File: config.mk
export PLATFORM = sky130hd
export DESIGN_NAME = bit_grid_frame_encoder_unit
export DESIGN_NICKNAME = d
export VERILOG_FILES = /design/src/hw/rtl/bgfe_pkg.sv /design/src/hw/rtl/bgfe_pos_step.sv /design/src/hw/rtl/bit_grid_frame_encoder_unit.sv
export SDC_FILE = /design/constraint.sdc
export NUM_CORES = 1
export LEC_CHECK = 0
export ABC_CLOCK_PERIOD_IN_PS = 5350
export BUFFER_PORTS_ARGS = -buffer_cell sky130_fd_sc_hd__buf_2
export CAP_MARGIN = 20
export CORE_AREA = 2 2 74 146
export CTS_CLUSTER_SIZE = 8
export DETAILED_ROUTE_END_ITERATION = 6
export DIE_AREA = 0 0 76 148
export PLACE_DENSITY = 0.95
export SYNTH_ARGS = -nofsm -noshare
export SYNTH_HDL_FRONTEND = slang
export SYNTH_HIERARCHICAL = 1
export SYNTH_SLANG_ARGS = --single-unit
export TNS_END_PERCENT = 100
File: constraint.sdc
create_clock -name clk -period 5.35 [get_ports clk]
set_input_delay 1.07 -clock clk [delete_from_list [all_inputs] [get_ports clk]]
set_output_delay 1.07 -clock clk [all_outputs]
set_load 0.01 [all_outputs]
File: src/hw/rtl/bgfe_pkg.sv
package bgfe_pkg;

	// opcodes of an input transfer
	localparam logic [1:0] OP_DATA   = 2'd0;
	localparam logic [1:0] OP_END    = 2'd1;
	localparam logic [1:0] OP_FILL   = 2'd2;
	localparam logic [1:0] OP_UNUSED = 2'd3;

	// cell kinds
	localparam logic [1:0] KIND_SYNC = 2'd0;
	localparam logic [1:0] KIND_DATA = 2'd1;
	localparam logic [1:0] KIND_FILL = 2'd2;

	// grid geometry
	localparam logic [6:0] FIRST_ROW  = 7'd12;
	localparam logic [6:0] LAST_ROW   = 7'd64;
	localparam logic [6:0] DATA_COL0  = 7'd31;
	localparam logic [6:0] SYNC_COL0  = 7'd24;
	localparam logic [6:0] NARROW_COL0 = 7'd24;
	localparam logic [6:0] WIDE_COL0  = 7'd16;
	localparam logic [6:0] NARROW_END = 7'd60;
	localparam logic [6:0] WIDE_END   = 7'd68;
	localparam logic [6:0] WIDE_ROW0  = 7'd20;
	localparam logic [6:0] WIDE_ROW1  = 7'd56;
	localparam logic [6:0] UPPER_ROW1 = 7'd19;

	localparam logic [2:0] SYNC_LAST  = 3'd6;
	localparam logic [4:0] BYTE_CELLS = 5'd9;
	localparam logic [4:0] TERM_CELLS = 5'd18;

	localparam logic [15:0] LIMIT_RESET = 16'd60002;
	localparam logic [7:0]  FRAME_MAX   = 8'd255;

	// register map (word index taken from paddr[2])
	localparam logic REG_BYTE_LIMIT = 1'b0;

	typedef enum logic [1:0] {
		ST_IDLE,
		ST_SYNC,
		ST_CELL
	} state_t;

	// result of one position step
	typedef struct packed {
		logic [6:0] next_row;
		logic [6:0] next_col;
		logic       row_done;
		logic       frame_done;
		logic       frame_last;
	} pos_step_t;

endpackage

File: src/hw/rtl/bgfe_pos_step.sv
module bgfe_pos_step (
	input  logic [6:0]          row,
	input  logic [6:0]          col,
	output bgfe_pkg::pos_step_t step
);

	logic       wide_row;
	logic [6:0] row_end;
	logic [6:0] row_inc;
	logic [6:0] first_col;

	always_comb begin
		wide_row  = (row >= bgfe_pkg::WIDE_ROW0) && (row <= bgfe_pkg::WIDE_ROW1);
		row_end   = wide_row ? bgfe_pkg::WIDE_END : bgfe_pkg::NARROW_END;
		row_inc   = row + 7'd1;
		if (row_inc <= bgfe_pkg::UPPER_ROW1) begin
			first_col = bgfe_pkg::NARROW_COL0;
		end else if (row_inc <= bgfe_pkg::WIDE_ROW1) begin
			first_col = bgfe_pkg::WIDE_COL0;
		end else begin
			first_col = bgfe_pkg::NARROW_COL0;
		end

		step.row_done   = (col >= row_end);
		step.frame_done = step.row_done && (row >= bgfe_pkg::LAST_ROW);
		step.frame_last = (row == bgfe_pkg::LAST_ROW) && (col == bgfe_pkg::NARROW_END);
		if (step.frame_done) begin
			step.next_row = bgfe_pkg::FIRST_ROW;
			step.next_col = bgfe_pkg::DATA_COL0;
		end else if (step.row_done) begin
			step.next_row = row_inc;
			step.next_col = first_col;
		end else begin
			step.next_row = row;
			step.next_col = col + 7'd1;
		end
	end

endmodule

File: src/hw/rtl/bit_grid_frame_encoder_unit.sv
// Bit grid frame encoder.
// Input channel (in_valid/in_ready, opcode, data_byte): one transfer is a data
// byte, an end-of-data mark or a fill request. Output channel (out_valid/
// out_ready): one transfer per grid cell with its frame, row, column, color,
// kind, and the run_last / frame_last flags.
// A data byte yields nine cells (MSB first, then odd parity), end of data
// eighteen black cells, fill the rest of the current row. The first cell of
// a frame is preceded by seven sync cells, after a step that opens the frame.
// A sequencer drives one shared position-step unit, one cell per cycle while
// the output register is free; an item is accepted, then its cells are sent,
// and items with no cells are accepted but leave the sequencer idle.
// in_ready is high only while the sequencer is idle; a cell is held in the
// output register while out_ready is low and the sequencer waits with it.
// The last cell of an item may still wait while the next item is accepted.
// Reset (arst_n low) returns to row 12 col 31 with no frame open, clears the
// byte count and end flag and loads byte_limit with 60002. Register
// byte_limit sits at byte address 0 of the APB port.
module bit_grid_frame_encoder_unit (
	input  logic        clk,
	input  logic        arst_n,
	// configuration
	input  logic        psel,
	input  logic        penable,
	input  logic        pwrite,
	input  logic [2:0]  paddr,
	input  logic [31:0] pwdata,
	output logic [31:0] prdata,
	output logic        pready,
	// input items
	input  logic        in_valid,
	output logic        in_ready,
	input  logic [1:0]  opcode,
	input  logic [7:0]  data_byte,
	// cells
	output logic        out_valid,
	input  logic        out_ready,
	output logic [7:0]  frame_index,
	output logic [6:0]  cell_row,
	output logic [6:0]  cell_col,
	output logic        cell_white,
	output logic [1:0]  cell_kind,
	output logic        run_last,
	output logic        frame_last
);

	bgfe_pkg::state_t state_q, state_d;

	logic [15:0] limit_q;
	logic [7:0]  frame_count_q, frame_count_d;
	logic [6:0]  row_q, row_d;
	logic [6:0]  col_q, col_d;
	logic        open_q, open_d;
	logic [15:0] bytes_q, bytes_d;
	logic        ended_q, ended_d;
	logic        phase_q, phase_d;
	logic [4:0]  cnt_q, cnt_d;       // cells left in a data or terminator run
	logic [8:0]  shift_q, shift_d;   // cell colors, MSB first
	logic        fill_q, fill_d;
	logic [2:0]  sync_q, sync_d;

	logic        out_valid_q, out_valid_d;
	logic [7:0]  o_frame_q;
	logic [6:0]  o_row_q, o_col_q;
	logic        o_white_q;
	logic [1:0]  o_kind_q;
	logic        o_last_q, o_flast_q;

	logic        ld;
	logic [6:0]  ld_col;
	logic        ld_white;
	logic [1:0]  ld_kind;
	logic        ld_last, ld_flast, ld_row_sync;
	logic        adv;
	logic        cell_last;

	bgfe_pkg::pos_step_t step;

	bgfe_pos_step u_step (
		.row  (row_q),
		.col  (col_q),
		.step (step)
	);

	// configuration port
	logic cfg_wr;
	assign pready = 1'b1;
	assign cfg_wr = psel && penable && pwrite && (paddr[2] == bgfe_pkg::REG_BYTE_LIMIT);
	assign prdata = (paddr[2] == bgfe_pkg::REG_BYTE_LIMIT) ? {16'd0, limit_q} : 32'd0;

	always_ff @(posedge clk or negedge arst_n) begin
		if (!arst_n) begin
			limit_q <= bgfe_pkg::LIMIT_RESET;
		end else if (cfg_wr) begin
			limit_q <= pwdata[15:0];
		end
	end

	// output register frees when empty or being taken
	assign adv       = !out_valid_q || out_ready;
	assign in_ready  = (state_q == bgfe_pkg::ST_IDLE);
	assign cell_last = fill_q ? step.row_done : (cnt_q == 5'd1);

	always_comb begin
		state_d       = state_q;
		frame_count_d = frame_count_q;
		row_d         = row_q;
		col_d         = col_q;
		open_d        = open_q;
		bytes_d       = bytes_q;
		ended_d       = ended_q;
		phase_d       = phase_q;
		cnt_d         = cnt_q;
		shift_d       = shift_q;
		fill_d        = fill_q;
		sync_d        = sync_q;
		ld            = 1'b0;
		ld_row_sync   = 1'b0;
		ld_col        = col_q;
		ld_white      = 1'b0;
		ld_kind       = bgfe_pkg::KIND_DATA;
		ld_last       = 1'b0;
		ld_flast      = 1'b0;

		case (state_q)
			bgfe_pkg::ST_IDLE: begin
				if (in_valid) begin
					case (opcode)
						bgfe_pkg::OP_DATA: begin
							if (!ended_q && (bytes_q < limit_q)) begin
								bytes_d = bytes_q + 16'd1;
								shift_d = {data_byte, ~^data_byte};
								cnt_d   = bgfe_pkg::BYTE_CELLS;
								fill_d  = 1'b0;
								state_d = bgfe_pkg::ST_CELL;
							end
						end
						bgfe_pkg::OP_END: begin
							if (!ended_q) begin
								ended_d = 1'b1;
								shift_d = 9'd0;
								cnt_d   = bgfe_pkg::TERM_CELLS;
								fill_d  = 1'b0;
								state_d = bgfe_pkg::ST_CELL;
							end
						end
						bgfe_pkg::OP_FILL: begin
							if (open_q) begin
								fill_d  = 1'b1;
								state_d = bgfe_pkg::ST_CELL;
							end
						end
						default: begin
						end
					endcase
				end
			end
			bgfe_pkg::ST_SYNC: begin
				if (adv) begin
					ld          = 1'b1;
					ld_row_sync = 1'b1;
					ld_col      = bgfe_pkg::SYNC_COL0 + {4'd0, sync_q};
					ld_white    = phase_q;
					ld_kind     = bgfe_pkg::KIND_SYNC;
					sync_d      = sync_q + 3'd1;
					if (sync_q == bgfe_pkg::SYNC_LAST) begin
						state_d = bgfe_pkg::ST_CELL;
					end
				end
			end
			bgfe_pkg::ST_CELL: begin
				if (!open_q) begin
					// open a new frame, sync cells go first
					open_d  = 1'b1;
					phase_d = ~phase_q;
					sync_d  = 3'd0;
					if (frame_count_q != bgfe_pkg::FRAME_MAX) begin
						frame_count_d = frame_count_q + 8'd1;
					end
					state_d = bgfe_pkg::ST_SYNC;
				end else if (adv) begin
					ld       = 1'b1;
					ld_col   = col_q;
					ld_white = fill_q ? (row_q[0] ^ col_q[0]) : shift_q[8];
					ld_kind  = fill_q ? bgfe_pkg::KIND_FILL : bgfe_pkg::KIND_DATA;
					ld_last  = cell_last;
					ld_flast = step.frame_last;
					row_d    = step.next_row;
					col_d    = step.next_col;
					if (step.frame_done) begin
						open_d = 1'b0;
					end
					shift_d = {shift_q[7:0], 1'b0};
					cnt_d   = cnt_q - 5'd1;
					if (cell_last) begin
						state_d = bgfe_pkg::ST_IDLE;
					end
				end
			end
			default: begin
				state_d = bgfe_pkg::ST_IDLE;
			end
		endcase

		out_valid_d = ld ? 1'b1 : (out_ready ? 1'b0 : out_valid_q);
	end

	always_ff @(posedge clk or negedge arst_n) begin
		if (!arst_n) begin
			state_q       <= bgfe_pkg::ST_IDLE;
			frame_count_q <= 8'd0;
			row_q         <= bgfe_pkg::FIRST_ROW;
			col_q         <= bgfe_pkg::DATA_COL0;
			open_q        <= 1'b0;
			bytes_q       <= 16'd0;
			ended_q       <= 1'b0;
			phase_q       <= 1'b0;
			cnt_q         <= 5'd0;
			fill_q        <= 1'b0;
			sync_q        <= 3'd0;
			out_valid_q   <= 1'b0;
		end else begin
			state_q       <= state_d;
			frame_count_q <= frame_count_d;
			row_q         <= row_d;
			col_q         <= col_d;
			open_q        <= open_d;
			bytes_q       <= bytes_d;
			ended_q       <= ended_d;
			phase_q       <= phase_d;
			cnt_q         <= cnt_d;
			fill_q        <= fill_d;
			sync_q        <= sync_d;
			out_valid_q   <= out_valid_d;
		end
	end

	// color shifter and output payload
	always_ff @(posedge clk) begin
		shift_q <= shift_d;
		if (ld) begin
			o_frame_q <= frame_count_q;
			o_row_q   <= ld_row_sync ? bgfe_pkg::FIRST_ROW : row_q;
			o_col_q   <= ld_col;
			o_white_q <= ld_white;
			o_kind_q  <= ld_kind;
			o_last_q  <= ld_last;
			o_flast_q <= ld_flast;
		end
	end

	assign out_valid   = out_valid_q;
	assign frame_index = o_frame_q;
	assign cell_row    = o_row_q;
	assign cell_col    = o_col_q;
	assign cell_white  = o_white_q;
	assign cell_kind   = o_kind_q;
	assign run_last    = o_last_q;
	assign frame_last  = o_flast_q;

	// frame_last only on the closing corner
	assert property (@(posedge clk) disable iff (!arst_n)
		out_valid && frame_last |-> (cell_row == bgfe_pkg::LAST_ROW)
			&& (cell_col == bgfe_pkg::NARROW_END))
		else $error("frame_last away from the closing cell");

	// a sync cell never ends an item
	assert property (@(posedge clk) disable iff (!arst_n)
		out_valid && (cell_kind == bgfe_pkg::KIND_SYNC) |-> !run_last)
		else $error("run_last on a sync cell");

	// every emitted cell belongs to an opened frame
	assert property (@(posedge clk) disable iff (!arst_n)
		out_valid |-> (frame_index != 8'd0))
		else $error("cell emitted with no frame open");

	// an unused opcode leaves the sequencer idle
	assert property (@(posedge clk) disable iff (!arst_n)
		in_valid && in_ready && (opcode == bgfe_pkg::OP_UNUSED) |=> in_ready)
		else $error("unused opcode started a run");

endmodule
==> impl_metrics.yaml, run 1 <==
layout:
  seq_area_mm2: 0.00283
  nFillCells: 747
  finish.net_count: 738
  insertedDiodeCount: 0
  area_delta_synth_final_pct: 11.7
  fin_cells: 788
  multi_input_area_mm2: 0.00282
  final_layout_size_suffix_gt1_frac: 0.217
floorplanning:
  dieArea_mm2: 0.0112
  die-width_um: 76
  fp.dieH_um: 148
  ios: 114
  core_area_mm2: 0.0101
  rows: 52
  start_util: 0.591
global_routing:
  grt_use_total: 0.230
  grt_pass1_vias: 4665
  grt_overflow_total: 0
  antenna_found_initial: 0
  grt_pass1_wl_um: 20700
  grt_max_degree: 44
drt:
  dr.pass1.iters: 5
  num_vias: 4520
  top_layer: "met4"
  drt-total-wl_um: 12500
  via_per_inst: 5.74
  drc: 0
  drt.antenna.violating_nets: 0
  first_iter_violations: 315
  wl_met1_um: 4260
  dr_wl_met2_um: 6950
  wl_met3_um: 508
  wire_per_inst_um: 15.8
job:
  maxCapViolations: 0
synthesis:
  synth_xor_area_frac: 0.0588
  synth_seq_cells: 105
  yosys_warnings: 6
  syn_avg_cell_area_um2: 10.3
  synth_cells: 580
  syn_area_mm2: 0.00596
  synthTopCellsByArea: "dfrtp_1 23%, edfxtp_1 18%, ha_1 8.0%"
  synth_simple_gate_area_frac: 0.174
  synth.most_common_cell: "nand2_1"
  synth_top_family_by_area: "simple AND/OR/NAND/NOR gates"
  synthMuxAreaShare: 0.0481
  ys_seq_area_frac: 0.475
  yosys.area.top_type: "dfrtp_1"
  synth_top_area_share: 0.227
  yosysUniqueCellTypes: 65
  synth_common_cells: "73 x nand2_1, 54 x dfrtp_1, 38 x ha_1, 36 x edfxtp_1, 35 x nor2_1"
  synth-edff-count: 36
  ys.flop_type: "dfrtp_1"
  ys_async_sr_fraction: 0.657
  synthAdderAreaFrac: 0.0798
  synth_compound_area_frac: 0.103
cts:
  clk_pin_slew_worst_paths_ns: 0.07
  cts_setup_buffers: 0
  numCtsBuffers: 9
  post_cts_resized: 0
  root_buffer: "clkbuf_16"
  clk_latency_ns: 0.35
  cts-root-to-sink-buffers: 2
  h-tree-depth: 3
  hold_buffers: 0
  cts.sinks: 105
  tritoncts: "yes"
worst_setup_path:
  cpMaxStageDelayCell: "nor2_1"
  critical-path-top-delay-family: "simple AND/OR/NAND/NOR gates"
  path_class: "reg -> reg"
  crit_chain: "inv_1, ha_1, nand2_1, nor2_2, o21ai_1, nor2_1"
  setup.worst_path.start_class: "register"
  cp_slowest_stage_delay_ns: 0.79
  worst-path-max-fanout: 20
  path_buf_inv: 1
  cp.arrival_ns: 3.69
  rrSetupSlack_ns: 1.64
  endpoint_kind: "register"
  critPathRequiredTime_ns: 5.32
power_and_ir_drop:
  pwr_density_cell_mw_per_mm2: 437
  leakage_nw: 3.10
  finalPower_mw: 2.90
  ir_drop_v: 0.000284
sta:
  fin_setup_tns_ns: 0
  slew_headroom: 0.402
  finalSetupViolCount: 0
  hold_slack_ns: 0.496
  period_share: 0.694
  fmax_ghz: 0.269
  clock_skew_ns: 0.00691
  tightest_slew_ns: 0.894
  period_needed_ns: 3.71
  hold_violations: 0
  rsz0062_at_grt: "no"
  slew_violations: 0
place:
  post-place-cells: 770
  numPortBuffers: 78
  gp_congestion: 0.908
  dp_hpwl_um: 9330
run_status:
  status: "completed"
min_path:
  hold_class: "reg -> reg"
-- worst reg2reg max path, delay by kind of cell (launching register included) --
| family | cells | cell delay [ns] |
|---|---|---|
| AO/OA/AOI/OAI | 1 | 0.40 |
| adder cells (fa/ha/maj) | 1 | 0.66 |
| buffers and inverters | 1 | 0.11 |
| flip-flops | 1 | 0.42 |
| AND/OR/NAND/NOR | 3 | 1.75 |
-- area by class of cell --
type                    count  area share
repair buffers             81      0.0662
inverters                  33      0.0186
multi-input cells         418       0.424
clock inverters             6     0.00621
flip-flops and latches    105       0.425
clock buffers              10      0.0344
well taps                 135      0.0254
-- per-stage QoR --
stage	utilization	setup slack [ns]	cell area, µm²
final	0.660	1.64	6650
after global placement	0.629	1.83	6340
after global routing	0.660	1.33	6650
after CTS	0.655	1.63	6610
after detailed placement	0.629	1.65	6340
after floorplan	-	2.53	6010
-- logic make-up (layout without fill, tap and decap cells) --
group	Yosys count	after routing
flops	105	105
compound gates	91	91
mux	26	26
other cells	2	17
xor+xnor	40	40
buf+inv	72	130
fa+ha+maj	38	38
simple gates	206	206
-- worst paths after layout --
check / startpoint / endpoint / cells after the start
worst max-delay path: state_q[0] / shift_q[5] / 6
worst min-delay path: frame_count_q[7] / frame_count_q[7] / 1
worst max register to register: state_q[0] / shift_q[5] / 6
worst min register to register: frame_count_q[7] / frame_count_q[7] / 1
max in group asynchronous: arst_n / limit_q[1] / 3
min in group asynchronous: arst_n / limit_q[10] / 1
-- per-layer routing --
metal / up-vias / track usage
met5: - / 0
met4: 0 / 0.169
met3: 66 / 0.0379
met2: 187 / 0.432
met1: 2149 / 0.221
li1: 2118 / -
-- cells in the final DEF, fill, tap and decap left out, drive strengths merged, types with 10 or more instances in the layout --
| master | synthesis | layout |
|---|---|---|
| and3 | 16 | 16 |
| buf | 25 | 81 |
| conb | 2 | 17 |
| and2 | 12 | 12 |
| xnor2 | 31 | 31 |
| nor2 | 36 | 36 |
| nand4 | 14 | 14 |
| mux2 | 21 | 21 |
| dfstp | 15 | 15 |
| nor3 | 11 | 11 |
| nand2 | 73 | 73 |
| edfxtp | 36 | 36 |
| dfrtp | 54 | 54 |
| clkbuf | 14 | 10 |
| a21oi | 22 | 22 |
| ha | 38 | 38 |
| inv | 31 | 33 |
| nand3 | 12 | 12 |
| o21ai | 18 | 18 |
-- state kept, by name (all words and copies together), names as in the netlist, 7 cells and up --
signal / cells
shift_q: 9
cell_row: 7
frame_index: 8
row_q: 7
cell_col: 7
frame_count_q: 8
limit_q: 16
bytes_q: 16
col_q: 7
-- power breakdown --
group	switching (mW)	leakage, nW	total [mW]	internal [mW]
Sequential	0.155	1.20	1.29	1.13
Combinational	0.613	1.77	1.01	0.398
Clock	0.290	0.127	0.607	0.316
Total	1.06	3.10	2.90	1.85
Note: power is estimated with default switching activity, not from simulation.
==> inputs of run 2 (changes only) <==
--- a/config.mk
+++ b/config.mk
@@ -5,14 +5,15 @@
 export SDC_FILE = /design/constraint.sdc
 export NUM_CORES = 1
 export LEC_CHECK = 0
-export ABC_CLOCK_PERIOD_IN_PS = 5350
+export ABC_AREA = 1
+export ABC_CLOCK_PERIOD_IN_PS = 3500
 export BUFFER_PORTS_ARGS = -buffer_cell sky130_fd_sc_hd__buf_2
 export CAP_MARGIN = 20
-export CORE_AREA = 2 2 74 146
+export CORE_AREA = 2 2 77 153
 export CTS_CLUSTER_SIZE = 8
 export DETAILED_ROUTE_END_ITERATION = 6
-export DIE_AREA = 0 0 76 148
-export PLACE_DENSITY = 0.95
+export DIE_AREA = 0 0 79 155
+export PLACE_DENSITY = 0.9
 export SYNTH_ARGS = -nofsm -noshare
 export SYNTH_HDL_FRONTEND = slang
 export SYNTH_HIERARCHICAL = 1
==> constraint.sdc (replaced) <==
create_clock -name clk -period 3.5 [get_ports clk]
set_input_delay 0.7 -clock clk [delete_from_list [all_inputs] [get_ports clk]]
set_output_delay 0.7 -clock clk [all_outputs]
set_load 0.01 [all_outputs]
==> run 2 against run 1 <==
Compared with the run above:
- final cell count rose by 19%
- sequential cell count stayed put
- global-route usage fell by 0.65 points
- fmax up 23%
==> impl_metrics.yaml, run 2 <==
run_status:
  status: "completed"
synthesis:
  synth_cells: 714
  ys_async_sr_fraction: 0.657
  yosys.area.top_type: "dfrtp_1"
  ys_seq_area_frac: 0.461
  syn_area_mm2: 0.00613
  syn_avg_cell_area_um2: 8.58
  synth_common_cells: "167 x nand2_1, 81 x inv_1, 70 x nor2_1, 54 x dfrtp_1"
  synthTopCellsByArea: "dfrtp_1 22%, edfxtp_1 18%, nand2_1 10%"
  synth-edff-count: 36
  synth_seq_cells: 105
  yosysUniqueCellTypes: 45
  ys.flop_type: "dfrtp_1"
  yosys_warnings: 6
  synth_top_area_share: 0.221
  synth.most_common_cell: "nand2_1"
job:
  maxCapViolations: 0
floorplanning:
  dieArea_mm2: 0.0122
  start_util: 0.550
  die-width_um: 79
  rows: 55
  fp.dieH_um: 155
  ios: 114
  core_area_mm2: 0.0111
cts:
  post_cts_resized: 0
  root_buffer: "clkbuf_16"
  clk_pin_slew_worst_paths_ns: 0.08
  cts_setup_buffers: 0
  cts-root-to-sink-buffers: 2
  tritoncts: "yes"
  hold_buffers: 0
  numCtsBuffers: 9
  cts.sinks: 105
  h-tree-depth: 3
  clk_latency_ns: 0.35
place:
  gp_congestion: 0.928
  post-place-cells: 920
  numPortBuffers: 78
  dp_hpwl_um: 9670
layout:
  insertedDiodeCount: 0
  fin_cells: 937
  finish.net_count: 880
  multi_input_area_mm2: 0.00280
  seq_area_mm2: 0.00283
  final_layout_size_suffix_gt1_frac: 0.199
  mostFrequentLayoutCell: "nand2_1"
  final_cell_mix: "167 x nand2_1, 81 x inv_1, 78 x buf_2"
  largestRegisters: "bytes_q (16), limit_q (16), shift_q (9)"
  area_delta_synth_final_pct: 12.4
  nFillCells: 922
  final_core_util: 0.618
drt:
  wire_per_inst_um: 14.0
  num_vias: 5034
  first_iter_violations: 338
  drt.antenna.violating_nets: 0
  drt-total-wl_um: 13100
  dr.pass1.iters: 5
  via_per_inst: 5.37
  drc: 0
worst_setup_path:
  critical-path-top-delay-family: "compound AO/OA/AOI/OAI gates"
  cp_common_cell: "nand2_1"
  cp_slowest_stage_delay_ns: 0.49
  crit_cells: 18
  path_buf_inv: 5
  crit_start: "row_q[0]"
  cp.arrival_ns: 3.29
  crit_chain: "inv_2, nand2_1, inv_1, nand3_1, a22oi_1, inv_1, ha_1, a21oi_1, nand3_4, nand2_1, o21ai_0, inv_1, nor2_1, o21ai_1, inv_2, nand2_1, nand2_1, nand2_1"
  reg2reg_from: "row_q[0]"
  setup.worst_path.start_class: "register"
  worst-path-max-fanout: 17
  r2r_cells: 18
  rrSetupSlack_ns: 0.49
  r2r_end: "state_q[1]"
  path_class: "reg -> reg"
  cpMaxStageDelayCell: "dfrtp_1"
  endpoint_kind: "register"
  critPathRequiredTime_ns: 3.79
global_routing:
  grt_use_total: 0.223
  antenna_found_initial: 0
  grt_pass1_wl_um: 22000
  grt_max_degree: 33
  grt_pass1_vias: 4811
  grt_overflow_total: 0
sta:
  period_share: 0.859
  period_needed_ns: 3.01
  hold_slack_ns: 0.326
  clock_skew_ns: 0.0109
  slew_headroom: 0.493
  fmax_ghz: 0.333
  hold_violations: 0
  slew_violations: 0
  finalSetupViolCount: 0
  rsz0062_at_grt: "no"
  fin_setup_tns_ns: 0
  tightest_slew_ns: 0.757
min_path:
  hold_class: "in -> async"
power_and_ir_drop:
  ir_drop_v: 0.000430
  leakage_nw: 3.38
  finalPower_mw: 4.88
  pwr_density_cell_mw_per_mm2: 708
[run 2: where the power goes]
part | switching (mW) | internal, mW
registers | 0.274 | 1.74
logic | 1.18 | 0.654
clock network | 0.511 | 0.515
[run 2: routing by layer]
metal	track usage	routed length, µm	part of all wire	vias up
met2	0.382	6840	0.52	204
met1	0.285	5270	0.40	2378
met5	0	0	0	-
met4	0.0846	306	0.023	0
li1	-	-	-	2422
met3	0.0302	700	0.053	30
[run 2: layout make-up]
class,instances,area share
multi-input cells,498,0.406
clock inverters,7,0.0114
repair buffers,83,0.0627
flip-flops and latches,105,0.410
inverters,93,0.0507
clock buffers,9,0.0327
well taps,142,0.0258
[run 2: metrics by stage]
stage                     setup slack (ns)  area [µm²]
after floorplan                      0.631        6180
after global placement               0.795        6570
after detailed placement             0.627        6570
after CTS                            0.569        6880
after global routing                 0.119        6890
final                                0.494        6890
[run 2: worst max-delay path by stage]
| stage | endpoint | slack [ns] |
|---|---|---|
| 3_5_place_dp | state_q[0] | 0.63 |
| 5_1_grt | state_q[0] | 0.12 |
| 2_1_floorplan | cell_col[0] | 0.63 |
| 4_1_cts | state_q[0] | 0.57 |
| 3_3_place_gp | state_q[0] | 0.79 |
| 6_report | state_q[1] | 0.49 |
[run 2: logic make-up after synthesis]
group,synth area share
flops,0.461
buf+inv,0.0919
other cells,0.00123
xor+xnor,0.0529
mux,0.00184
simple gates,0.240
compound gates,0.0735
fa+ha+maj,0.0776
